==> src/rtl/core/tkjp_pkg.sv <==
`timescale 1ns / 1ps

package tkjp_pkg;

  // Parse phases of one object
  typedef enum logic [3:0] {
    PH_OPEN,
    PH_K1_OPEN,
    PH_K1_BODY,
    PH_COLON1,
    PH_V1_OPEN,
    PH_V1_BODY,
    PH_COMMA,
    PH_K2_OPEN,
    PH_K2_BODY,
    PH_COLON2,
    PH_V2_OPEN,
    PH_V2_BODY,
    PH_CLOSE,
    PH_DONE
  } phase_e;

  // Result kinds
  localparam logic [1:0] KIND_VALUE    = 2'd0;
  localparam logic [1:0] KIND_COMPLETE = 2'd1;
  localparam logic [1:0] KIND_ERROR    = 2'd2;

  // Error codes
  localparam logic [1:0] ERR_NONE       = 2'd0;
  localparam logic [1:0] ERR_UNEXP_CHAR = 2'd1;
  localparam logic [1:0] ERR_UNEXP_KEY  = 2'd2;
  localparam logic [1:0] ERR_TRUNCATED  = 2'd3;

  // Token bytes
  localparam logic [7:0] CH_LBRACE = 8'h7B;
  localparam logic [7:0] CH_RBRACE = 8'h7D;
  localparam logic [7:0] CH_COLON  = 8'h3A;
  localparam logic [7:0] CH_COMMA  = 8'h2C;
  localparam logic [7:0] CH_QUOTE  = 8'h22;

  // Key lengths
  localparam logic [2:0] LEN_TOPIC   = 3'd5;
  localparam logic [2:0] LEN_CONTENT = 3'd7;
  localparam logic [2:0] LEN_ACTION  = 3'd6;

  // Candidate mask bits
  localparam int unsigned CAND_TOPIC  = 0;
  localparam int unsigned CAND_SECOND = 1;

  typedef struct packed {
    logic [7:0] text_byte;
    logic       end_of_text;
  } in_item_t;

  typedef struct packed {
    logic [1:0] result_kind;
    logic       field_tag;
    logic [7:0] value_byte;
    logic [1:0] error_code;
  } out_item_t;

  function automatic logic is_space(input logic [7:0] b);
    return (b == 8'h20) || (b == 8'h09) || (b == 8'h0A) ||
           (b == 8'h0D) || (b == 8'h0C) || (b == 8'h0B);
  endfunction

  function automatic logic [7:0] topic_char(input logic [2:0] idx);
    logic [7:0] c;
    case (idx)
      3'd0:    c = 8'h74; // t
      3'd1:    c = 8'h6F; // o
      3'd2:    c = 8'h70; // p
      3'd3:    c = 8'h69; // i
      3'd4:    c = 8'h63; // c
      default: c = 8'h00;
    endcase
    return c;
  endfunction

  function automatic logic [7:0] second_char(input logic mode, input logic [2:0] idx);
    logic [7:0] c;
    if (mode) begin
      case (idx)
        3'd0:    c = 8'h61; // a
        3'd1:    c = 8'h63; // c
        3'd2:    c = 8'h74; // t
        3'd3:    c = 8'h69; // i
        3'd4:    c = 8'h6F; // o
        3'd5:    c = 8'h6E; // n
        default: c = 8'h00;
      endcase
    end else begin
      case (idx)
        3'd0:    c = 8'h63; // c
        3'd1:    c = 8'h6F; // o
        3'd2:    c = 8'h6E; // n
        3'd3:    c = 8'h74; // t
        3'd4:    c = 8'h65; // e
        3'd5:    c = 8'h6E; // n
        3'd6:    c = 8'h74; // t
        default: c = 8'h00;
      endcase
    end
    return c;
  endfunction

  function automatic phase_e next_phase(input phase_e ph);
    phase_e n;
    case (ph)
      PH_OPEN:    n = PH_K1_OPEN;
      PH_K1_OPEN: n = PH_K1_BODY;
      PH_K1_BODY: n = PH_COLON1;
      PH_COLON1:  n = PH_V1_OPEN;
      PH_V1_OPEN: n = PH_V1_BODY;
      PH_V1_BODY: n = PH_COMMA;
      PH_COMMA:   n = PH_K2_OPEN;
      PH_K2_OPEN: n = PH_K2_BODY;
      PH_K2_BODY: n = PH_COLON2;
      PH_COLON2:  n = PH_V2_OPEN;
      PH_V2_OPEN: n = PH_V2_BODY;
      PH_V2_BODY: n = PH_CLOSE;
      PH_CLOSE:   n = PH_DONE;
      default:    n = PH_DONE;
    endcase
    return n;
  endfunction

endpackage

==> src/rtl/core/two_key_json_object_parser.sv <==
`timescale 1ns / 1ps

// Two-key object parser: takes one byte of object text per beat and checks the form
// {"key":"v","key":"v"}, each key "topic" or the second key, "content" (schema_mode
// 0) or "action" (schema_mode 1). Each value byte leaves as a value beat tagged
// with its field; the closing brace gives a complete beat and any fault an error
// beat, after which bytes up to end_of_text are dropped. A byte marked
// end_of_text that does not finish the object gives a truncated error. The block
// takes one byte every cycle, since each byte needs only one short parse step
// between the input register and the result register. A byte's result enters
// the result register as the byte leaves the input stage and stays until taken.
// While a result waits at the output, a byte that gives another result is held in
// the input register and the input stalls until the waiting beat leaves. Write
// schema_mode only while the block is idle.
module two_key_json_object_parser (
  input  logic                clk_i,
  input  logic                rst_ni,
  input  logic                cfg_we_i,
  input  logic                cfg_wdata_i,
  input  logic                in_valid_i,
  output logic                in_ready_o,
  input  tkjp_pkg::in_item_t  in_item_i,
  output logic                out_valid_o,
  input  logic                out_ready_i,
  output tkjp_pkg::out_item_t out_item_o
);

  logic                schema_mode_q;
  logic                s1_valid;
  tkjp_pkg::in_item_t  s1_item;
  logic                has_result;
  tkjp_pkg::out_item_t result;
  logic                advance;
  logic                out_valid_q, out_valid_d;
  tkjp_pkg::out_item_t out_item_q;

  // Hold the schema register
  always_ff @(posedge clk_i or negedge rst_ni) begin
    if (!rst_ni) begin
      schema_mode_q <= 1'b0;
    end else if (cfg_we_i) begin
      schema_mode_q <= cfg_wdata_i;
    end
  end

  tkjp_in_stage u_in_stage (
    .clk_i      (clk_i),
    .rst_ni     (rst_ni),
    .in_valid_i (in_valid_i),
    .in_ready_o (in_ready_o),
    .in_item_i  (in_item_i),
    .pop_i      (advance),
    .valid_o    (s1_valid),
    .item_o     (s1_item)
  );

  // Advance a byte when its result has room or it gives none
  assign advance = s1_valid && (!has_result || !out_valid_q || out_ready_i);

  tkjp_parse u_parse (
    .clk_i         (clk_i),
    .rst_ni        (rst_ni),
    .step_i        (advance),
    .item_i        (s1_item),
    .schema_mode_i (schema_mode_q),
    .has_result_o  (has_result),
    .result_o      (result)
  );

  // Result register
  always_comb begin
    out_valid_d = out_valid_q;
    if (out_ready_i) begin
      out_valid_d = 1'b0;
    end
    if (advance && has_result) begin
      out_valid_d = 1'b1;
    end
  end

  always_ff @(posedge clk_i or negedge rst_ni) begin
    if (!rst_ni) begin
      out_valid_q <= 1'b0;
    end else begin
      out_valid_q <= out_valid_d;
    end
  end

  always_ff @(posedge clk_i) begin
    if (advance && has_result) begin
      out_item_q <= result;
    end
  end

  assign out_valid_o = out_valid_q;
  assign out_item_o  = out_item_q;

endmodule

==> src/rtl/core/tkjp_in_stage.sv <==
`timescale 1ns / 1ps

module tkjp_in_stage (
  input  logic               clk_i,
  input  logic               rst_ni,
  input  logic               in_valid_i,
  output logic               in_ready_o,
  input  tkjp_pkg::in_item_t in_item_i,
  input  logic               pop_i,
  output logic               valid_o,
  output tkjp_pkg::in_item_t item_o
);

  logic               valid_q;
  logic               valid_d;
  tkjp_pkg::in_item_t item_q;

  // Take a new beat when empty or when the held one leaves this cycle
  assign in_ready_o = !valid_q || pop_i;

  always_comb begin
    valid_d = valid_q;
    if (in_ready_o) begin
      valid_d = in_valid_i;
    end
  end

  always_ff @(posedge clk_i or negedge rst_ni) begin
    if (!rst_ni) begin
      valid_q <= 1'b0;
    end else begin
      valid_q <= valid_d;
    end
  end

  // Load payload on acceptance
  always_ff @(posedge clk_i) begin
    if (in_valid_i && in_ready_o) begin
      item_q <= in_item_i;
    end
  end

  assign valid_o = valid_q;
  assign item_o  = item_q;

endmodule

==> src/rtl/core/tkjp_parse.sv <==
`timescale 1ns / 1ps

module tkjp_parse (
  input  logic                clk_i,
  input  logic                rst_ni,
  input  logic                step_i,
  input  tkjp_pkg::in_item_t  item_i,
  input  logic                schema_mode_i,
  output logic                has_result_o,
  output tkjp_pkg::out_item_t result_o
);

  tkjp_pkg::phase_e phase_q, phase_d;
  logic [2:0]       idx_q, idx_d;
  logic [1:0]       cand_q, cand_d;
  logic             field_q, field_d;

  logic [7:0] b;
  logic       last;
  logic [7:0] tok;
  logic [2:0] sec_len;
  logic       emit_value, emit_done, emit_err, trunc;
  logic [1:0] err_code;

  assign b       = item_i.text_byte;
  assign last    = item_i.end_of_text;
  assign sec_len = schema_mode_i ? tkjp_pkg::LEN_ACTION : tkjp_pkg::LEN_CONTENT;

  // Pick the token expected by a punctuation phase
  always_comb begin
    case (phase_q)
      tkjp_pkg::PH_OPEN:  tok = tkjp_pkg::CH_LBRACE;
      tkjp_pkg::PH_COMMA: tok = tkjp_pkg::CH_COMMA;
      tkjp_pkg::PH_CLOSE: tok = tkjp_pkg::CH_RBRACE;
      default:            tok = tkjp_pkg::CH_COLON;
    endcase
  end

  // Advance the parse by one byte
  always_comb begin
    phase_d    = phase_q;
    idx_d      = idx_q;
    cand_d     = cand_q;
    field_d    = field_q;
    emit_value = 1'b0;
    emit_done  = 1'b0;
    emit_err   = 1'b0;
    err_code   = tkjp_pkg::ERR_NONE;

    case (phase_q)
      tkjp_pkg::PH_OPEN, tkjp_pkg::PH_COLON1, tkjp_pkg::PH_COMMA,
      tkjp_pkg::PH_COLON2, tkjp_pkg::PH_CLOSE: begin
        if (b == tok) begin
          if (phase_q == tkjp_pkg::PH_CLOSE) begin
            emit_done = 1'b1;
            phase_d   = tkjp_pkg::PH_DONE;
          end else begin
            phase_d = tkjp_pkg::next_phase(phase_q);
          end
        end else if (!tkjp_pkg::is_space(b)) begin
          emit_err = 1'b1;
          err_code = tkjp_pkg::ERR_UNEXP_CHAR;
        end
      end
      tkjp_pkg::PH_K1_OPEN, tkjp_pkg::PH_K2_OPEN,
      tkjp_pkg::PH_V1_OPEN, tkjp_pkg::PH_V2_OPEN: begin
        if (b == tkjp_pkg::CH_QUOTE) begin
          idx_d   = 3'd0;
          cand_d  = 2'b11;
          phase_d = tkjp_pkg::next_phase(phase_q);
        end else if (!tkjp_pkg::is_space(b)) begin
          emit_err = 1'b1;
          err_code = tkjp_pkg::ERR_UNEXP_CHAR;
        end
      end
      tkjp_pkg::PH_K1_BODY, tkjp_pkg::PH_K2_BODY: begin
        if (b == tkjp_pkg::CH_QUOTE) begin
          // Judge the key at its closing quote
          if (cand_q[tkjp_pkg::CAND_TOPIC] && (idx_q == tkjp_pkg::LEN_TOPIC)) begin
            field_d = 1'b0;
            phase_d = tkjp_pkg::next_phase(phase_q);
          end else if (cand_q[tkjp_pkg::CAND_SECOND] && (idx_q == sec_len)) begin
            field_d = 1'b1;
            phase_d = tkjp_pkg::next_phase(phase_q);
          end else begin
            emit_err = 1'b1;
            err_code = tkjp_pkg::ERR_UNEXP_KEY;
          end
        end else begin
          // Drop candidates that this byte rules out
          if ((idx_q >= tkjp_pkg::LEN_TOPIC) || (tkjp_pkg::topic_char(idx_q) != b)) begin
            cand_d[tkjp_pkg::CAND_TOPIC] = 1'b0;
          end
          if ((idx_q >= sec_len) || (tkjp_pkg::second_char(schema_mode_i, idx_q) != b)) begin
            cand_d[tkjp_pkg::CAND_SECOND] = 1'b0;
          end
          if (idx_q != 3'd7) begin
            idx_d = idx_q + 3'd1;
          end
        end
      end
      tkjp_pkg::PH_V1_BODY, tkjp_pkg::PH_V2_BODY: begin
        if (b == tkjp_pkg::CH_QUOTE) begin
          phase_d = tkjp_pkg::next_phase(phase_q);
        end else begin
          emit_value = 1'b1;
        end
      end
      default: begin
      end
    endcase

    if (emit_err) begin
      phase_d = tkjp_pkg::PH_DONE;
    end

    // Flag an object that ends before it is finished
    trunc = last && !emit_done && !emit_err && (phase_q != tkjp_pkg::PH_DONE);

    if (last) begin
      phase_d = tkjp_pkg::PH_OPEN;
      idx_d   = 3'd0;
      cand_d  = 2'b11;
      field_d = 1'b0;
    end

    // Form the result beat
    result_o     = '0;
    has_result_o = 1'b1;
    if (emit_err || trunc) begin
      result_o.result_kind = tkjp_pkg::KIND_ERROR;
      result_o.error_code  = trunc ? tkjp_pkg::ERR_TRUNCATED : err_code;
    end else if (emit_done) begin
      result_o.result_kind = tkjp_pkg::KIND_COMPLETE;
    end else if (emit_value) begin
      result_o.result_kind = tkjp_pkg::KIND_VALUE;
      result_o.field_tag   = field_q;
      result_o.value_byte  = b;
    end else begin
      has_result_o = 1'b0;
    end
  end

  // Hold parse state between beats
  always_ff @(posedge clk_i or negedge rst_ni) begin
    if (!rst_ni) begin
      phase_q <= tkjp_pkg::PH_OPEN;
      idx_q   <= 3'd0;
      cand_q  <= 2'b11;
      field_q <= 1'b0;
    end else if (step_i) begin
      phase_q <= phase_d;
      idx_q   <= idx_d;
      cand_q  <= cand_d;
      field_q <= field_d;
    end
  end

  // End of text always returns the parser to the opening brace
  a_last_clears: assert property (@(posedge clk_i) disable iff (!rst_ni)
    step_i && last |=> phase_q == tkjp_pkg::PH_OPEN && cand_q == 2'b11 && idx_q == 3'd0)
    else $error("parse state not cleared after end of text");

  // Nothing more comes out once an object is finished
  a_done_silent: assert property (@(posedge clk_i) disable iff (!rst_ni)
    step_i && phase_q == tkjp_pkg::PH_DONE && !last |-> !has_result_o)
    else $error("result emitted after object finished");

  // An error beat always carries a real code
  a_err_code: assert property (@(posedge clk_i) disable iff (!rst_ni)
    step_i && has_result_o && result_o.result_kind == tkjp_pkg::KIND_ERROR
    |-> result_o.error_code != tkjp_pkg::ERR_NONE)
    else $error("error beat without error code");

  // Completion or error mid-text parks the parser
  a_finish_parks: assert property (@(posedge clk_i) disable iff (!rst_ni)
    step_i && has_result_o && !last && result_o.result_kind != tkjp_pkg::KIND_VALUE
    |=> phase_q == tkjp_pkg::PH_DONE)
    else $error("parser not parked after finishing");

endmodule

==> config.mk <==
export PLATFORM = sky130hd
export DESIGN_NAME = two_key_json_object_parser
export DESIGN_NICKNAME = d
export VERILOG_FILES = /design/src/rtl/core/tkjp_pkg.sv /design/src/rtl/core/two_key_json_object_parser.sv /design/src/rtl/core/tkjp_in_stage.sv /design/src/rtl/core/tkjp_parse.sv
export SDC_FILE = /design/constraint.sdc
export NUM_CORES = 1
export LEC_CHECK = 0
export BUFFER_PORTS_ARGS = -buffer_cell sky130_fd_sc_hd__buf_4
export CAP_MARGIN = 20
export CORE_MARGIN = 5
export CORE_UTILIZATION = 45
export CTS_BUF_LIST = sky130_fd_sc_hd__clkbuf_16
export DETAILED_ROUTE_END_ITERATION = 6
export PLACE_DENSITY = 0.67
export SLEW_MARGIN = 20
export SYNTH_ARGS = -nofsm -noshare
export SYNTH_HDL_FRONTEND = slang
export SYNTH_SLANG_ARGS = --single-unit
export TNS_END_PERCENT = 50
==> constraint.sdc <==
create_clock -name clk_i -period 2.8 [get_ports clk_i]
set_input_delay 0.14 -clock clk_i [delete_from_list [all_inputs] [get_ports clk_i]]
set_output_delay 0.14 -clock clk_i [all_outputs]
set_load 0.1 [all_outputs]
## Word level (Yosys, flattened, before mapping)

Memories as Yosys holds them, arrays and structs flattened.
Cells that the tools add are included.

- Input port bits: 15
- Bits in read-only memories: 320
- Logic and storage cells: 170
- Register bits: 35
- Memories kept: 5

- Reductions and logical operators: 44
- $lt $le $gt $ge: 2
- $add $sub $neg: 1
- Eq/ne operators: 41
- Muxes and demuxes: 62
- Bitwise operators: 1

Memories:

| name | words | bits a word | read ports | clocked after memory_dff | write ports | RTL line | source |
|---|---|---|---|---|---|---|---|
| (name not given) | 16 | 4 | 1 | 0 | 0 | tkjp_pkg.sv:109 | `case (ph)` |
| (name not given) | 16 | 4 | 1 | 0 | 0 | tkjp_pkg.sv:109 |  |
| (name not given) | 16 | 4 | 1 | 0 | 0 | tkjp_pkg.sv:109 |  |
| (name not given) | 16 | 4 | 1 | 0 | 0 | tkjp_pkg.sv:109 |  |
| (name not given) | 16 | 4 | 1 | 0 | 0 | tkjp_pkg.sv:109 |  |

Operators with widths:

| cell | count |
|---|---|
| 7-bit one-hot mux with 5 select lines | 2 |
| 7-bit one-hot mux with 6 select lines | 1 |
| 8-bit by 4-bit equality test with 1-bit output (second input constant) | 5 |
| 8-bit two-way mux | 5 |
| 4-bit two-way mux | 9 |
| 1-bit two-way mux | 25 |
| 7-bit one-hot mux with 3 select lines | 1 |
| 4-bit equality test (second input constant) | 5 |
| 2-bit two-way mux | 10 |
| 4-bit by 3-bit equality test with 1-bit output (second input constant) | 4 |
| 8-bit by 6-bit equality test with 1-bit output (second input constant) | 2 |
| 4-bit by 2-bit inequality test with 1-bit output (second input constant) | 4 |
| 8-bit inequality test | 2 |
| 4-bit one-hot mux with 4 select lines | 1 |
| 5-bit AND reduction | 3 |
| 3-bit two-way mux | 4 |
| 3-bit by 2-bit inequality test with 1-bit output (second input constant) | 4 |
| 1-bit logical OR | 11 |
| 3-bit equality test (second input constant) | 3 |
| 4-bit by 2-bit equality test with 1-bit output (second input constant) | 2 |
| 8-bit by 7-bit equality test with 1-bit output | 1 |
| 1-bit logical AND | 8 |
| 2-bit OR reduction | 4 |
| 7-bit AND reduction | 1 |
| 25 further kinds | 34 |

## Logic depth before layout (Yosys ltp)

- Word-level depth: 20
- Depth in mapped cells: 10

## Cells and area by module

From an unflattened synthesis, not the netlist that was laid out.

- Cells, all modules: 252
- Area, all modules: 2,417.3 µm²

By module, submodules not included:

| module | instances | sequential area each (µm²) | area an instance (µm²) | cells each |
|---|---|---|---|---|
| tkjp_parse | 1 | 252.7 | 1,602.8 | 218 |
| two_key_json_object_parser | 1 | 440.4 | 490.5 | 21 |
| tkjp_in_stage | 1 | 295.3 | 324.1 | 13 |

## Worst setup path before layout

Ideal clock, no wire load.

- Kind: register to register
- Start: register u_parse.phase_q[0]
- End: register u_in_stage.item_q (netlist bit u_in_stage.item_o[0]) (enable)
- Stages on the path, launching flop included: 11
- Clock period less this slack: 3.752 ns
- Data arrival time: 3.414 ns
- Library setup time: 0.338 ns
- Slack: -0.952 ns
- Buffers on the path: 1
- Cells stage by stage: dfrtp_1 -> inv_1 -> ha_1 -> and3b_1 -> or4_4 -> a22oi_4 -> a311oi_4 -> o41a_1 -> buf_6 -> nand2_1 -> and2_1

- Word-level cells in the longest chain between the ends: 17
- Elaborated cells on any way between the ends: 41
- Classes of those cells: eq/ne: 14; mux: 10; reduce/logical: 17

Ends and longest elaborated chain:

| element | RTL line | source |
|---|---|---|
| start, declared | tkjp_parse.sv:13 | `tkjp_pkg::phase_e phase_q, phase_d;` |
| start signal, assigned | tkjp_parse.sv:147 | `phase_q <= tkjp_pkg::PH_OPEN;` |
| start signal, assigned | tkjp_parse.sv:152 | `phase_q <= phase_d;` |
| 4-bit equality test (tied with other cells) | tkjp_parse.sv:31, tkjp_parse.sv:50, tkjp_parse.sv:54 |  |
| 7-bit one-hot mux with 3 select lines | tkjp_parse.sv:31 | `case (phase_q)` |
| 8-bit by 7-bit equality test with 1-bit output | tkjp_parse.sv:53 | `if (b == tok) begin` |
| 1-bit two-way mux | tkjp_parse.sv:53 |  |
| 1-bit two-way mux | tkjp_parse.sv:50 | `case (phase_q)` |
| 1-bit logical NOT | tkjp_parse.sv:118 | `trunc = last && !emit_done && !emit_err && (phase_q != tkjp_pkg::PH_DONE);` |
| 1-bit logical AND (3 in a row) | tkjp_parse.sv:118 |  |
| 1-bit logical OR | tkjp_parse.sv:130 | `if (emit_err \|\| trunc) begin` |
| 1-bit two-way mux * | tkjp_parse.sv:130 |  |
| 1-bit logical NOT * | two_key_json_object_parser.sv:58 | `assign advance = s1_valid && (!has_result \|\| !out_valid_q \|\| out_ready_i);` |
| 1-bit logical OR * (2 in a row) | two_key_json_object_parser.sv:58 |  |
| 1-bit logical AND * | two_key_json_object_parser.sv:58 |  |
| 1-bit logical OR * | tkjp_in_stage.sv:19 | `assign in_ready_o = !valid_q \|\| pop_i;` |
| named net in_ready_o | two_key_json_object_parser.sv:21 | `output logic in_ready_o,` |
| 1-bit logical AND * | tkjp_in_stage.sv:38 | `if (in_valid_i && in_ready_o) begin` |
| end signal, assigned | tkjp_in_stage.sv:39 | `item_q <= in_item_i;` |
| end, declared | tkjp_in_stage.sv:16 | `tkjp_pkg::in_item_t item_q;` |

The timed path passes the listed nets; every way through them passes the cells marked *.
A chain may end at the register's enable or synchronous reset.

## Worst setup path in the final report

- Start: register u_parse.phase_q[0]
- End: register u_parse.cand_q[1]

- Word-level cells in the longest chain between the ends: 16
- Elaborated cells on any way between the ends: 46
- Classes of those cells: eq/ne: 17; mux: 12; reduce/logical: 17

Ends and longest elaborated chain:

| element | RTL line | source |
|---|---|---|
| 4-bit equality test (tied with other cells) | tkjp_parse.sv:31, tkjp_parse.sv:50, tkjp_parse.sv:54 |  |
| 7-bit one-hot mux with 3 select lines | tkjp_parse.sv:31 |  |
| 8-bit by 7-bit equality test with 1-bit output | tkjp_parse.sv:53 |  |
| 1-bit two-way mux | tkjp_parse.sv:53 |  |
| 1-bit two-way mux | tkjp_parse.sv:50 |  |
| 1-bit logical NOT | tkjp_parse.sv:118 |  |
| 1-bit logical AND (3 in a row) | tkjp_parse.sv:118 |  |
| 1-bit logical OR | tkjp_parse.sv:130 |  |
| 1-bit two-way mux | tkjp_parse.sv:130 |  |
| 1-bit logical NOT | two_key_json_object_parser.sv:58 |  |
| 1-bit logical OR (2 in a row) | two_key_json_object_parser.sv:58 |  |
| 1-bit logical AND | two_key_json_object_parser.sv:58 |  |
| 5-bit AND reduction (no source line) | n/a |  |
| end signal, assigned | tkjp_parse.sv:154 | `cand_q <= cand_d;` |
| end, declared | tkjp_parse.sv:15 | `logic [1:0] cand_q, cand_d;` |

Several ways; a longest one is shown, not always the timed one.

==> summary.txt <==
Detailed routing
  – Detailed Route WL: 6190 um
  – Average via count per standard cell: 5.62
  – Antenna Nets Post-Route: 0
  – Count of vias placed by the detailed router: 2,232
  – First-pass DRT Iterations: 4
  – Iteration-0 DRC Markers: 138
  – Remaining routing DRC violations: 0
  – Wire per inst: 15.6 um

Synth
  – Asr flop ratio synth: 37.1%
  – Main area contributors after synthesis: edfxtp_1 (26%), dfrtp_1 (11%), ha_1 (6.3%)
  – Post-synth EDFFs: 22
  – Post-synthesis register bit count: 35
  – Area share of the largest cell type after synthesis: 25.6%
  – Yosys warning total: 0
  – Post-synth top cells: edfxtp_1 (22), nand2_1 (16), nor2_1 (15)
  – Syn Nets: 287
  – Library cell with the highest instance count after synthesis: edfxtp_1
  – Most used flip-flop cell after synthesis: edfxtp_1
  – Number of cells produced by synthesis: 259
  – Sequential cell area fraction in the yosys report: 38.3%
  – Number of distinct library cell variants in the gate-level netlist after synthesis: 70
  – Library cell with the largest summed area after synthesis: edfxtp_1
  – Cell area after technology mapping: 2580 um2
  – Mean post-synth cell area: 9.95 um2

STA
  – Number of endpoints failing setup at the final stage: 8
  – Fmax: 343 MHz
  – Hold Violations, Final: 0
  – Unrepaired setup endpoints after global routing: true
  – Skew final: 0.00702 ns
  – Remaining max-slew budget at the tightest pin: 68.7%
  – Slew at the pin closest to its max-slew limit: 0.468 ns
  – Final clock period utilization by the worst path: 104%
  – Final WS setup: -0.114 ns
  – Final Slew Violations: 0
  – Clock period minus worst slack: 2.91 ns

Power and ir drop
  – Cell Pwr Density: 1180 nW/um2
  – Maximum resistive drop on vdd: 0.724 mV
  – Lkg Pwr: 1.43 nW
  – Post-layout total power: 0.00410 W

Floorplanning
  – Floorplan die area: 7340 um2
  – Effective utilization at floorplan: 46.5%
  – Overall die width: 85.7 um
  – Die span in y: 85.7 um
  – # rows: 27
  – Core Footprint: 5540 um2
  – I/O Pins: 30

GRT
  – Antenna violations before repair: 0
  – Pin count of the biggest net entering global routing: 17
  – Via count of the first global-routing pass: 2,087
  – Total routing resource utilization after global routing: 17.1%
  – Global-route wire length before repair: 10,000 um
  – Total grt overflow: 0

Worst setup path
  – Kind of launch point of the worst setup path: flop
  – R2r endpoint: u_parse.cand_q[1]
  – Data arrival time of the worst path: 3.12 ns
  – Worst-path cell chain: inv_2, ha_4, and4b_1, or4_4, a22oi_4, a311oi_4, o41a_1, buf_12, nor4_4, mux2_4
  – Maximum single-stage delay on the critical path: 0.50 ns
  – Required time worst endpoint: 3.00 ns
  – Buffers plus inverters on the worst setup path: 2
  – Worst setup path class: flop to flop
  – Critical register-to-register path startpoint: u_parse.phase_q[0]
  – CP Capture Type: flop
  – CP max stage cell: or4_4
  – Maximum fanout count along the critical path: 8
  – Number of cell instances on the worst register-to-register path: 10
  – Flop-to-flop setup slack: -0.11 ns
  – Cell family contributing the most delay on the critical path: simple AND/OR/NAND/NOR gates

Cells and area
  – Number of diodes added for antenna fixing: 0
  – Syn-to-layout area delta: 34.5%
  – Filler cell count in the final layout: 466
  – Area used by sequential logic in the layout: 990 um2
  – Total area of multi-input combinational cells: 1590 um2
  – Share of layout cells above drive strength 1: 36.6%
  – Number of nets in the finished design: 352

Hold path
  – Worst hold path stage count: 1
  – Worst hold path class: primary input to flop
  – Start point of the worst hold path: in_item_i[0]
  – Hold worst-path end: u_in_stage.item_o[0]

CTS
  – Clock latency on the worst-skew pair: 0.28 ns
  – Number of CTS-inserted buffers: 5
  – Maximum buffer depth of the clock tree: 2
  – Number of sinks driven by the clock tree: 35
  – Number of levels the H-tree was split into: 2
  – CTS tree: done
  – Buffer cell driving the clock tree root: clkbuf_16
  – Register clock-pin slew on the reported worst setup and hold paths: 0.06 ns

Placement
  – IO buf count: 29
  – Detailed placer's ending HPWL: 4690 um
  – Worst setup slack after placement: -0.123 ns
  – Global placer's final weighted congestion: 0.950

Run status
  – Violations in the final reports: negative setup slack
  – Outcome: finished with violations

Run
  – Max-Cap Viols: 0
-- where the power goes --
part	internal [W]	switching (W)	leakage (nW)
Combinational	0.00106	0.00162	0.990
Sequential	0.000768	0.000133	0.369
Clock	0.000327	0.000196	0.0658
Total	0.00216	0.00195	1.43
-- through the flow --
step	utilization, %	hold slack, ns	setup TNS [ns]	instances	instance area [um2]
after global routing	62.6	0.0273	-1.65	397	3470
final	62.6	0.0359	-0.524	397	3470
after global placement	57.6	-0.00322	-0.369	383	3190
after detailed placement	57.6	-0.00232	-1.75	383	3190
after CTS	61.5	0.0325	-0.586	394	3410
after floorplan	-	-0.156	-0.589	259	2650
-- cells in the final DEF, fill, tap and decap left out, drive strengths merged, types with 3 or more instances in the layout --
| cell | n |
|---|---|
| nor4 | 4 |
| a21oi | 8 |
| dfrtp | 11 |
| and2 | 10 |
| mux2 | 10 |
| or2 | 4 |
| a22oi | 4 |
| and3 | 6 |
| nor2b | 3 |
| ha | 13 |
| nand2 | 16 |
| buf | 73 |
| mux2i | 4 |
| a211o | 3 |
| o21ai | 9 |
| clkbuf | 5 |
| o31ai | 3 |
| nor3 | 10 |
| nand3 | 11 |
| nor2 | 15 |
| a31oi | 6 |
| edfxtp | 22 |
| or4 | 3 |
| inv | 14 |
| xnor2 | 5 |
| nand2b | 6 |
-- cell families (layout without fill, tap and decap cells) --
logic type	count (synthesis)	count (layout)	share of synthesized area, %
and+or+nand+nor	99	100	22.9
AOI/OAI and AO/OA	58	58	17.7
DFF	35	35	38.3
muxes	15	15	6.80
adders and majority gates	13	13	6.31
buffers and inverters	32	97	5.63
xor gates and xnor gates	7	7	2.38
-- state kept, by name, summed over array words and instances (netlist names) --
register	count
out_item_o	13
out_valid_o	1
schema_mode_q	1
u_in_stage.item_o	9
u_in_stage.valid_o	1
u_parse.cand_q	2
u_parse.field_q	1
u_parse.idx_q	3
u_parse.phase_q	4
-- worst max path at each step --
stage	start	end	slack (ns)	cells after the start
floorplan	u_parse.phase_q[0]	u_in_stage.item_o[0]	-0.06	10
global placement	u_parse.phase_q[0]	u_parse.cand_q[1]	-0.09	11
detailed placement	u_parse.phase_q[1]	u_parse.phase_q[0]	-0.12	10
CTS	u_parse.phase_q[1]	in_ready_o	-0.11	10
global route	u_parse.phase_q[0]	u_parse.idx_q[2]	-0.20	10
finish	u_parse.phase_q[0]	u_parse.cand_q[1]	-0.11	10
-- layer usage --
layer	global-route usage, %	vias up	share of wire (%)
li1	-	1096	-
met3	4.13	10	7.8
met1	23.1	1035	45
met5	0	-	0
met4	5.76	0	1.4
met2	26.9	91	46
-- final cells by class --
| class | count | area share (%) |
|---|---|---|
| sequential | 35 | 28.6 |
| clock inverter | 3 | 0.578 |
| timing repair buffer | 74 | 17.2 |
| tap | 72 | 2.60 |
| clock buffer | 5 | 3.61 |
| inverter | 15 | 1.62 |
| multi-input combinational | 193 | 45.8 |
-- worst reg2reg max path: stages, from the launching register on --
cell and delay [ns]:
dfrtp_1 0.41, inv_2 0.11, ha_4 0.18, and4b_1 0.17, or4_4 0.50, a22oi_4 0.17, a311oi_4 0.11, o41a_1 0.40
buf_12 0.19, nor4_4 0.27, mux2_4 0.34
-- what timing repair did --
| item | 4_1_cts | 5_1_grt |
|---|---|---|
| pin swaps | 7 | 6 |
| gates cloned | 0 | 1 |
| buffers inserted | 2 | 2 |
| endpoints found under the setup margin | 33 | 33 |
| gates resized for setup | 10 | 12 |
| hold buffers | 1 | 0 |
| endpoints found under the hold margin | 13 | 0 |
Note: power is estimated with default switching activity, not from simulation.
